File: src/design/ufoq_pkg.sv
// ----------------------------------------------------------------------------
// ufoq_pkg
// Types and constants of the ultrasonic frame obstacle qualifier.
// ----------------------------------------------------------------------------
package ufoq_pkg;

  localparam int unsigned NearW       = 7;
  localparam int unsigned CountW      = 3;
  localparam int unsigned CfgIdxW     = 3;
  localparam int unsigned CfgDataW    = 8;
  localparam int unsigned FirstDist   = 4;

  localparam logic [7:0] HdrFirst     = 8'h76;
  localparam logic [7:0] HdrSecond    = 8'h00;

  localparam logic [7:0]        RstNearThreshold = 8'd15;
  localparam logic [CountW-1:0] RstConfirmCount  = 3'd4;
  localparam logic [NearW-1:0]  RstLeftMask      = 7'h03;
  localparam logic [NearW-1:0]  RstRightMask     = 7'h60;
  localparam logic [NearW-1:0]  RstFrontMask     = 7'h1C;
  localparam logic [CountW-1:0] RstLeftCount     = 3'd1;
  localparam logic [CountW-1:0] RstRightCount    = 3'd1;
  localparam logic [CountW-1:0] RstFrontCount    = 3'd0;

  typedef enum logic [CfgIdxW-1:0] {
    CFG_NEAR_THRESHOLD = 3'd0,
    CFG_CONFIRM_COUNT  = 3'd1,
    CFG_LEFT_MASK      = 3'd2,
    CFG_RIGHT_MASK     = 3'd3,
    CFG_FRONT_MASK     = 3'd4
  } cfg_idx_e;

  typedef struct packed {
    logic [7:0] rx_byte;
  } ufoq_in_t;

  typedef struct packed {
    logic             frame_done;
    logic             checksum_ok;
    logic [NearW-1:0] near_bits;
    logic             left_event;
    logic             right_event;
    logic             front_event;
    logic             stop_request;
  } ufoq_out_t;

endpackage

File: src/design/ufoq_stream_if.sv
// ----------------------------------------------------------------------------
// ufoq_stream_if
// Valid/ready channel carrying one payload item per handshake.
// ----------------------------------------------------------------------------
interface ufoq_stream_if #(
  parameter type T = logic
);
  logic valid;
  logic ready;
  T     data;

  modport source (output valid, output data, input ready);
  modport sink   (input valid, input data, output ready);
endinterface

File: src/design/ultrasonic_frame_obstacle_qualifier.sv
// ----------------------------------------------------------------------------
// ultrasonic_frame_obstacle_qualifier
// Frames sensor packets, checks their sum and qualifies obstacles per side.
// ----------------------------------------------------------------------------
// The result item of an accepted byte is registered, offered the cycle after.
// Throughput: one byte per cycle while results are taken; the frame state
// register is updated once per accepted byte and the result register drains
// while the next is taken. Reset: frame state hunts for the header, counters
// and settings take their power-on values, no result item is pending.
module ultrasonic_frame_obstacle_qualifier
  import ufoq_pkg::*;
#(
  parameter int unsigned FRAME_BYTES = 17,
  parameter int unsigned CHANNELS    = 7
) (
  input  logic                clk_i,
  input  logic                rst_ni,
  input  logic                cfg_we_i,
  input  logic [CfgIdxW-1:0]  cfg_idx_i,
  input  logic [CfgDataW-1:0] cfg_data_i,
  ufoq_stream_if.sink         rx_i,
  ufoq_stream_if.source       res_o
);

  localparam int unsigned PosW = $clog2(FRAME_BYTES);
  localparam logic [PosW-1:0] LastPos = PosW'(FRAME_BYTES - 1);

  logic [7:0]        near_threshold_q;
  logic [CountW-1:0] confirm_count_q;
  logic [NearW-1:0]  left_mask_q, right_mask_q, front_mask_q;

  logic [PosW-1:0]   pos_q, pos_d;
  logic [7:0]        sum_q, sum_d;
  logic [NearW-1:0]  near_q, near_d;
  logic [CountW-1:0] left_cnt_q, left_cnt_d;
  logic [CountW-1:0] right_cnt_q, right_cnt_d;
  logic [CountW-1:0] front_cnt_q, front_cnt_d;

  logic              out_valid_q;
  ufoq_out_t         out_q, out_d;
  logic              accept;
  logic [7:0]        b;
  logic [NearW-1:0]  byte_near;

  assign rx_i.ready  = !out_valid_q || res_o.ready;
  assign accept      = rx_i.valid && rx_i.ready;
  assign b           = rx_i.data.rx_byte;
  assign res_o.valid = out_valid_q;
  assign res_o.data  = out_q;

  always_ff @(posedge clk_i or negedge rst_ni) begin
    if (!rst_ni) begin
      near_threshold_q <= RstNearThreshold;
      confirm_count_q  <= RstConfirmCount;
      left_mask_q      <= RstLeftMask;
      right_mask_q     <= RstRightMask;
      front_mask_q     <= RstFrontMask;
    end else if (cfg_we_i) begin
      case (cfg_idx_e'(cfg_idx_i))
        CFG_NEAR_THRESHOLD: near_threshold_q <= cfg_data_i;
        CFG_CONFIRM_COUNT:  confirm_count_q  <= cfg_data_i[CountW-1:0];
        CFG_LEFT_MASK:      left_mask_q      <= cfg_data_i[NearW-1:0];
        CFG_RIGHT_MASK:     right_mask_q     <= cfg_data_i[NearW-1:0];
        CFG_FRONT_MASK:     front_mask_q     <= cfg_data_i[NearW-1:0];
        default: ;
      endcase
    end
  end

  always_comb begin
    for (int c = 0; c < NearW; c++) begin
      byte_near[c] = (c < CHANNELS) && (32'(pos_q) == FirstDist + 32'(c))
                     && (b < near_threshold_q);
    end
  end

  function automatic logic [CountW:0] qualify(logic [CountW-1:0] cnt,
                                              logic [NearW-1:0]  mask,
                                              logic [NearW-1:0]  nb,
                                              logic [CountW-1:0] confirm);
    logic hit;
    logic fire;
    hit  = |(nb & mask);
    fire = hit && (cnt == confirm);
    if (fire) begin
      return {1'b1, {CountW{1'b0}}};
    end else if (hit) begin
      return {1'b0, cnt + CountW'(1)};
    end
    return {1'b0, cnt};
  endfunction

  always_comb begin
    logic [CountW:0] lq, rq, fq;
    pos_d       = pos_q;
    sum_d       = sum_q;
    near_d      = near_q;
    left_cnt_d  = left_cnt_q;
    right_cnt_d = right_cnt_q;
    front_cnt_d = front_cnt_q;
    out_d       = '0;
    lq = qualify(left_cnt_q,  left_mask_q,  near_q, confirm_count_q);
    rq = qualify(right_cnt_q, right_mask_q, near_q, confirm_count_q);
    fq = qualify(front_cnt_q, front_mask_q, near_q, confirm_count_q);
    if (pos_q == PosW'(0)) begin
      if (b == HdrFirst) pos_d = PosW'(1);
    end else if (pos_q == PosW'(1)) begin
      if (b == HdrSecond) begin
        pos_d  = PosW'(2);
        sum_d  = '0;
        near_d = '0;
      end else if (b != HdrFirst) begin
        pos_d = '0;
      end
    end else if (pos_q >= LastPos) begin
      out_d.frame_done  = 1'b1;
      out_d.checksum_ok = (b == sum_q);
      out_d.near_bits   = near_q;
      if (b == sum_q) begin
        out_d.left_event  = lq[CountW];
        out_d.right_event = rq[CountW];
        out_d.front_event = fq[CountW];
        left_cnt_d        = lq[CountW-1:0];
        right_cnt_d       = rq[CountW-1:0];
        front_cnt_d       = fq[CountW-1:0];
      end
      out_d.stop_request = out_d.left_event | out_d.right_event | out_d.front_event;
      pos_d  = '0;
      sum_d  = '0;
      near_d = '0;
    end else begin
      sum_d  = sum_q + b;
      near_d = near_q | byte_near;
      pos_d  = pos_q + PosW'(1);
    end
  end

  always_ff @(posedge clk_i or negedge rst_ni) begin
    if (!rst_ni) begin
      pos_q       <= '0;
      sum_q       <= '0;
      near_q      <= '0;
      left_cnt_q  <= RstLeftCount;
      right_cnt_q <= RstRightCount;
      front_cnt_q <= RstFrontCount;
      out_valid_q <= 1'b0;
    end else begin
      if (accept) begin
        pos_q       <= pos_d;
        sum_q       <= sum_d;
        near_q      <= near_d;
        left_cnt_q  <= left_cnt_d;
        right_cnt_q <= right_cnt_d;
        front_cnt_q <= front_cnt_d;
        out_valid_q <= 1'b1;
      end else if (res_o.ready) begin
        out_valid_q <= 1'b0;
      end
    end
  end

  always_ff @(posedge clk_i) begin
    if (accept) out_q <= out_d;
  end

  assert property (@(posedge clk_i) disable iff (!rst_ni)
    pos_q <= LastPos)
    else $error("frame position past last byte");

  assert property (@(posedge clk_i) disable iff (!rst_ni)
    out_valid_q |-> (out_q.stop_request ==
                     (out_q.left_event | out_q.right_event | out_q.front_event)))
    else $error("stop request does not match events");

  assert property (@(posedge clk_i) disable iff (!rst_ni)
    out_valid_q && (out_q.left_event || out_q.right_event || out_q.front_event)
      |-> out_q.checksum_ok)
    else $error("event on a frame with a bad sum");

  assert property (@(posedge clk_i) disable iff (!rst_ni)
    out_valid_q && !out_q.frame_done |-> (out_q.near_bits == '0) && !out_q.checksum_ok)
    else $error("frame fields set outside frame end");

  assert property (@(posedge clk_i) disable iff (!rst_ni)
    accept && (pos_q >= LastPos) && (b == sum_q) && (|(near_q & left_mask_q))
      && (left_cnt_q == confirm_count_q) |=> (left_cnt_q == '0))
    else $error("left counter not cleared after event");

endmodule

File: src/flat_wrapper.sv
// flat-port wrapper written by rule: the top's interface ports become plain ports
module ultrasonic_frame_obstacle_qualifier_flat import ufoq_pkg::*;
#(
  parameter int unsigned FRAME_BYTES = 17,
  parameter int unsigned CHANNELS    = 7
)
  (clk_i, rst_ni, cfg_we_i, cfg_idx_i, cfg_data_i, rx_i_valid, rx_i_data, rx_i_ready, res_o_valid, res_o_data, res_o_ready);
  ufoq_stream_if #(.T(ufoq_in_t)) rx_i_i ();
  ufoq_stream_if #(.T(ufoq_out_t)) res_o_i ();
  input  logic clk_i;
  input  logic rst_ni;
  input  logic cfg_we_i;
  input  logic [CfgIdxW-1:0] cfg_idx_i;
  input  logic [CfgDataW-1:0] cfg_data_i;
  input wire logic [$bits(rx_i_i.valid)-1:0] rx_i_valid;
  input wire logic [$bits(rx_i_i.data)-1:0] rx_i_data;
  output wire logic [$bits(rx_i_i.ready)-1:0] rx_i_ready;
  output wire logic [$bits(res_o_i.valid)-1:0] res_o_valid;
  output wire logic [$bits(res_o_i.data)-1:0] res_o_data;
  input wire logic [$bits(res_o_i.ready)-1:0] res_o_ready;
  assign rx_i_i.valid = rx_i_valid;
  assign rx_i_i.data = rx_i_data;
  assign rx_i_ready = rx_i_i.ready;
  assign res_o_valid = res_o_i.valid;
  assign res_o_data = res_o_i.data;
  assign res_o_i.ready = res_o_ready;
  ultrasonic_frame_obstacle_qualifier #(.FRAME_BYTES(FRAME_BYTES), .CHANNELS(CHANNELS)) u_core (.clk_i(clk_i), .rst_ni(rst_ni), .cfg_we_i(cfg_we_i), .cfg_idx_i(cfg_idx_i), .cfg_data_i(cfg_data_i), .rx_i(rx_i_i), .res_o(res_o_i));
endmodule
File: config.mk
export PLATFORM = sky130hd
export DESIGN_NAME = ultrasonic_frame_obstacle_qualifier_flat
export DESIGN_NICKNAME = d
export VERILOG_FILES = /design/src/design/ufoq_pkg.sv /design/src/design/ufoq_stream_if.sv /design/src/design/ultrasonic_frame_obstacle_qualifier.sv /design/src/flat_wrapper.sv
export SDC_FILE = /design/constraint.sdc
export NUM_CORES = 1
export LEC_CHECK = 0
export BUFFER_PORTS_ARGS = -buffer_cell sky130_fd_sc_hd__buf_2
export CORE_ASPECT_RATIO = 1.5
export CORE_MARGIN = 2
export CORE_UTILIZATION = 55
export DETAILED_ROUTE_END_ITERATION = 12
export PLACE_DENSITY = 0.83
export SLEW_MARGIN = 40
export SYNTH_ARGS = -nofsm -noshare
export SYNTH_HDL_FRONTEND = slang
export SYNTH_SLANG_ARGS = --single-unit
File: constraint.sdc
create_clock -name clk_i -period 3.2 [get_ports clk_i]
set_clock_uncertainty 0.15 [all_clocks]
set_input_delay 0 -clock clk_i [delete_from_list [all_inputs] [get_ports clk_i]]
set_output_delay 0 -clock clk_i [all_outputs]
set_load 0.02 [all_outputs]
==> results of run 1 <==
-- synth_stat cells, types with 7 or more instances --
library cell | number | area (µm²)
edfxtp_1 | 13 | 390
o21ai_1 | 19 | 95.1
xnor2_1 | 11 | 96.3
nand3_1 | 20 | 100
a22o_1 | 7 | 61.3
nand2_1 | 37 | 139
mux2_2 | 14 | 158
inv_1 | 11 | 41.3
o21ai_0 | 7 | 35.0
dfrtp_1 | 48 | 1200
dfstp_2 | 14 | 368
ha_1 | 21 | 263
mux2_1 | 11 | 124
and2_1 | 7 | 43.8
nor2_1 | 15 | 56.3
-- state kept, by name (all words and copies together) (netlist names) --
signal / flops
u_core.left_cnt_q: 3
u_core.front_cnt_q: 3
u_core.sum_q: 8
u_core.left_mask_q: 7
u_core.front_mask_q: 7
u_core.pos_q: 5
u_core.res_o.data: 13
u_core.near_q: 7
u_core.right_mask_q: 7
u_core.res_o.valid: 1
u_core.right_cnt_q: 3
u_core.near_threshold_q: 8
u_core.confirm_count_q: 3
-- critical path, delay by kind of cell (launching register included) --
| family | cells | cell delay [ns] |
|---|---|---|
| buf+inv | 1 | 0.09 |
| simple gates | 3 | 0.97 |
| compound gates | 2 | 0.47 |
| flops | 1 | 0.43 |
| fa+ha+maj | 1 | 0.27 |
-- final cells by class --
cell class | count | area (µm²) | area share [%]
inverters | 13 | 48.8 | 1.05
flip-flops and latches | 75 | 1960 | 42.3
multi-input cells | 260 | 1930 | 41.6
well taps | 80 | 100 | 2.16
repair buffers | 58 | 385 | 8.33
clock inverters | 6 | 81.3 | 1.76
clock buffers | 10 | 128 | 2.76
-- stage by stage --
stage	worst slack [ns]	cells	cell area, µm²	hold slack [ns]	utilization, %
2_1_floorplan	0.920	357	3970	-0.446	-
3_3_place_gp	0.831	469	4240	0.0754	59.5
3_5_place_dp	0.749	469	4250	-0.0962	59.6
4_1_cts	0.724	502	4630	0.00161	64.9
5_1_grt	0.600	502	4630	0.0262	64.9
6_report	0.722	502	4630	0.0123	64.9
-- worst min path at each step --
| stage | startpoint | to | slack, ns | cells past startpoint |
|---|---|---|---|---|
| final | cfg_we_i | u_core.front_mask_q[0] | 0.01 | 4 |
| after CTS | cfg_we_i | u_core.front_mask_q[0] | 0.002 | 4 |
| after global placement | cfg_data_i[7] | u_core.near_threshold_q[7] | 0.08 | 3 |
| after detailed placement | rst_ni | u_core.near_q[0] | -0.1 | 1 |
| after floorplan | rst_ni | u_core.confirm_count_q[0] | -0.45 | 0 |
| after global routing | cfg_we_i | u_core.front_mask_q[5] | 0.03 | 4 |
-- cells by family after synthesis --
family | synth area share [%]
and+or+nand+nor | 17.5
DFF | 49.3
adders and majority gates | 7.12
muxes | 7.09
buffers and inverters | 2.33
AOI/OAI and AO/OA | 13.6
xor gates and xnor gates | 3.09
-- power groups by stage --
stage          sequential, µW  clock (µW)  combinational (µW)
4_1_cts                  1390         796                 934
3_3_place_gp             1390           0                 860
5_1_grt                  1410         828                1050
6_report                 1390         787                 940
2_1_floorplan            1330           0                 705
3_5_place_dp             1400           0                 906
-- layer usage --
layer	part of all wire (%)	track usage, %	vias to the layer above	wire (µm)
met5	0	0	-	0
met4	4.4	13.2	0	401
met3	3.4	4.10	31	308
met2	53	43.8	85	4800
met1	39	27.7	1497	3530
li1	-	-	1444	-
-- what timing repair did --
action	4_1_cts	5_1_grt
setup endpoints to repair	0	0
hold endpoints to repair	95	0
hold buffers	17	0
==> results.md, run 1 <==
- Status: finished, final reports clean
- Flop-to-flop setup slack: 0.72 ns
- Crit path kind: flop to flop
- Syn Inst Count: 357
- CP max stage cell: or4b_1
- Worst Tran Pin Value: 0.672 ns
- Ys flop type: dfrtp_1
- CTS root buf: clkbuf_8
- Die Ht: 108 µm
- Final Max Slew Viols: 0
- LEAKAGE: 0.00198 µW
- CP required: 3.30 ns
- Relative slew slack: roughly 55%
- Worst-Skew Late Latency: 0.37 ns
- DRT iter0 DRCs: around 250
- Net Switching: 1060 µW
- Port bufs: 38
- CTS tree: built
- Reg2reg path depth: 7
- Register share of total power: 44.6%
- Final ANT Viol Nets: 0
- Placement Rows: 38
- Final hold vios: 0
- RSZ-0062 raised after global routing: false
- CP endpoint: u_core.near_q[0]
- Num CTS Buffers: 9
- Total track usage: 24.7%
- Most frequent cells in the layout: 48 x dfrtp_1, 37 x nand2_1, 37 x buf_2
- Reg2reg start: u_core.pos_q[0]
- Combinational Power Share: 30.2%
- Finish-stage setup viols: 0
- Antenna violations before repair: 0
- Fillers: 559
- Full die area: around 7900 µm²
- Clk network pwr share: between 20% and 30%
- Ys Warns: 0
- Diode count: 0
- Post-Synthesis Cell Area: 3970 µm²
- Post-layout net count: 463
- Hold crit path type: input port to flop
- Min Clock Period, post-route: 2.48 ns
- Max-Cap Viols: 0
- Top Ports: 39
- Total power: about 3100 µW
- Critical path, cell by cell: inv_1 > ha_1 > or4b_1 > nor4_1 > o21ai_1 > and2_0 > a41o_1
- Fmax: 0.404 GHz
- Post-synth EDFFs: 13
- CP endpoint kind: flop
- Layout cells sized above 1: 23.5%
- Worst path arrival time: 2.58 ns
- First-pass GRT wire length: 14.6 mm
- Residual DRC count: 0
- GRT Residual Overflow: 0
- Sum Neg Setup Slack: 0 ns
- Synth-to-layout area growth: 16.5%
- Number of global-route vias before repair: 3,063
- Post-CTS Setup Bufs: 0
- Startpoint Class: flop
- Syn Nets: 403
- Die X: 73.4 µm
- DR vias: just over 3,000
- Clk sinks: 75
- Drt wl/cell: around 18 µm
- P_int: 2060 µW
- WL final: 9.04 mm
- CP startpoint: u_core.pos_q[0]
- GP Congestion: 0.865
- Synth Register Bits: 75
- H-tree Lvls: 3
- Crit path largest cell delay: about 0.49 ns
- Distinct cells, synth: 63
- Largest net degree at the start of global routing: 49
- HPWL after DPL: 6.54 mm
- Seq/Total Area, Yosys: 49.3%
- Reg-to-Reg End: u_core.near_q[0]
- Final period util: 77.4%
- Power Density: 673 nW/µm²
- Post-synth ARST share: 82.7%
- Syn avg cell area: 11.1 µm²
- Sw frac: 33.9%
- Initial core utilization: 55.7%
- Longest Clk Path Bufs: 2
- Via density: 6.09
- TritonRoute pass-1 iters: 4
- Max FO, Critical Path: 12
- Core Area: 7130 µm²
- Commonest non-fill, non-tap cell in the layout: dfrtp_1
- Clock-pin slew on the worst setup and hold paths: 0.08 ns
- Maximum VDD drop: 0.425 mV
- PostCTS Resize Cnt: 0
No activity file was read; power rests on OpenSTA's default activity.
==> run 2: changes to the inputs <==
--- a/config.mk
+++ b/config.mk
@@ -8,9 +8,9 @@
 export BUFFER_PORTS_ARGS = -buffer_cell sky130_fd_sc_hd__buf_2
 export CORE_ASPECT_RATIO = 1.5
 export CORE_MARGIN = 2
-export CORE_UTILIZATION = 55
+export CORE_UTILIZATION = 53
 export DETAILED_ROUTE_END_ITERATION = 12
-export PLACE_DENSITY = 0.83
+export PLACE_DENSITY = 0.84
 export SLEW_MARGIN = 40
 export SYNTH_ARGS = -nofsm -noshare
 export SYNTH_HDL_FRONTEND = slang
==> constraint.sdc (replaced) <==
create_clock -name clk_i -period 2 [get_ports clk_i]
set_clock_uncertainty 0.15 [all_clocks]
set_input_delay 0 -clock clk_i [delete_from_list [all_inputs] [get_ports clk_i]]
set_output_delay 0 -clock clk_i [all_outputs]
set_load 0.02 [all_outputs]
==> run 2 against run 1 <==
Net effect:
- the flow now finishes with violations (hold timing, setup timing)
- worst setup slack got worse by 0.92 ns
- total power up 78%
- non-clock buffer count grew 43
- critical path depth rose by 2
- cell count increased by 13%
- wire length up 16%
- critical endpoint is now u_core.pos_q[0]
==> results.md, run 2 (synthesis results as in run 1) <==
- Status: finished, violations left
- Max-Cap Viols: 0
- Fmax: roughly 0.46 GHz
- Placed cells: 528
- Diode count: 0
- Final Max Slew Viols: 0
- Startpoint Class: flop
- Top Ports: 39
- Total power: 5530 µW
- Longest Clk Path Bufs: 2
- Clock-pin slew on the worst setup and hold paths: approximately 0.080 ns
- Synth-to-layout area growth: 32.1%
- Max FO, Critical Path: 6
- Maximum VDD drop: 0.714 mV
- Die X: 74.7 µm
- Via density: 5.86
- Num CTS Buffers: 9
- Clk network pwr share: 19.7%
- Largest net degree at the start of global routing: 24
- CP startpoint: u_core.pos_q[1]
- Final ANT Viol Nets: 0
- GRT Residual Overflow: 0
- Number of global-route vias before repair: 3,464
- Worst path arrival time: 2.30 ns
- Register share of total power: 39.7%
- LEAKAGE: between 0.002 and 0.0025 µW
- CP endpoint: u_core.pos_q[0]
- Worst-Skew Late Latency: 0.36 ns
- Most frequent cells in the layout: 48 x dfrtp_1, 44 x buf_4, 38 x buf_2
- Post-layout net count: 506
- Layout cells sized above 1: roughly two fifths
- Placement Rows: 38
- P_int: 3590 µW
- Min Clock Period, post-route: 2.20 ns
- CTS tree: built
- RSZ-0062 raised after global routing: true
- Reg2reg path depth: 9
- CTS root buf: clkbuf_8
- WL final: 10.5 mm
- Core Area: slightly above 7000 µm²
- Port bufs: 38
- HPWL after DPL: 7.38 mm
- Max FFs per register: 13
- Crit path kind: flop to flop
- Total track usage: 27.5%
- CP endpoint kind: flop
- Relative slew slack: 62.5%
- Antenna violations before repair: 0
- Sw frac: 35.2%
- Failing checks: hold timing, setup timing
- Final period util: 110%
- Combinational Power Share: 40.6%
- Power Density: 1050 nW/µm²
- Net Switching: 1950 µW
- Drt wl/cell: ~19 µm
- Reg2reg start: u_core.pos_q[1]
- Final Util: between 70% and 80%
- H-tree Lvls: 3
- Post-Layout Cell Count: around 570
- Full die area: 8220 µm²
- DRT iter0 DRCs: 199
- Commonest non-fill, non-tap cell in the layout: dfrtp_1
- DR vias: between 3,000 and 4,000
- Clk sinks: 75
- Dpl ws: -0.268 ns
- GP Congestion: around 0.89
- Worst Hold Slack: -0.00519 ns
- Initial core utilization: a little over half
- Final hold vios: 9
- Reg-to-Reg End: u_core.pos_q[0]
- TritonRoute pass-1 iters: 5
- Residual DRC count: 0
- Finish-stage setup viols: 25
- Hold crit path type: input port to asynchronous set/reset pin
- Worst Slack Setup Final: -0.198 ns
- CP required: 2.10 ns
- Worst Tran Pin Value: 0.560 ns
- Flop-to-flop setup slack: -0.20 ns
- Die Ht: around 110 µm
- First-pass GRT wire length: 16.7 mm
==> run 2: cell types whose count changed in the layout (fill, tap and decap cells not counted), sizes merged <==
cell         previous run  this run
dlygate4sd3            17        15
buf                    41        86
bufinv                  2         0
clkinvlp                1         0
clkinv                  3         2
clkbuf                 10        14
==> run 2: power by group through the flow <==
| stage | Sequential (µW) | Clock, µW | Combinational [µW] |
|---|---|---|---|
| CTS | 2190 | 1110 | 2090 |
| floorplan | 2150 | 0 | 1190 |
| global placement | 2180 | 0 | 1790 |
| detailed placement | 2200 | 0 | 1880 |
| finish | 2200 | 1090 | 2240 |
| global route | 2230 | 1160 | 2450 |
==> run 2: area by class of cell <==
class	count	area, µm²
Clock buffer	14	173
Clock inverter	2	10.0
Fill cell	475	2030
Inverter	13	48.8
Multi-Input combinational cell	260	2220
Sequential cell	75	1960
Tap cell	100	125
Timing Repair Buffer	101	716
==> run 2: worst min-delay path by stage <==
stage,start,end,slack [ns],depth (start not counted)
after global routing,rst_ni,u_core.near_q[0],0.05,2
after global placement,rst_ni,u_core.near_q[3],-0.15,1
after detailed placement,rst_ni,u_core.near_q[3],-0.16,1
after CTS,rst_ni,u_core.near_q[0],0.008,2
after floorplan,rst_ni,u_core.confirm_count_q[0],-0.45,0
final,rst_ni,u_core.right_mask_q[2],-0.005,2
==> run 2: timing repair <==
item / in CTS / in global routing
pin swaps: 21 / 8
hold buffers: 15 / 0
resized for setup: 32 / 17
setup buffers: 3 / 3
hold endpoints to repair: 86 / 0
gates cloned: 0 / 0
setup endpoints to repair: 34 / 30
==> run 2: per-layer routing <==
metal | track usage [%] | wire length (µm) | up-vias
li1 | - | - | 1528
met1 | 29.8 | 3800 | 1633
met2 | 48.5 | 5760 | 109
met3 | 3.36 | 332 | 41
met4 | 19.1 | 591 | 0
met5 | 0 | 0 | -
==> run 2: through the flow <==
stage	setup TNS, ns	area (µm²)
floorplan	-1.94	4030
CTS	-2.42	5150
global route	-4.74	5250
detailed placement	-4.32	4620
finish	-3.40	5250
global placement	-3.25	4620
==> run 2: critical path, stage by stage, from the launching register on <==
cell      delay [ns]
dfrtp_1         0.39
inv_2           0.10
ha_4            0.14
buf_6           0.09
nor4b_4         0.23
nand4_1         0.18
o211ai_1        0.39
buf_4           0.23
nor3_2          0.04
a21o_1          0.15
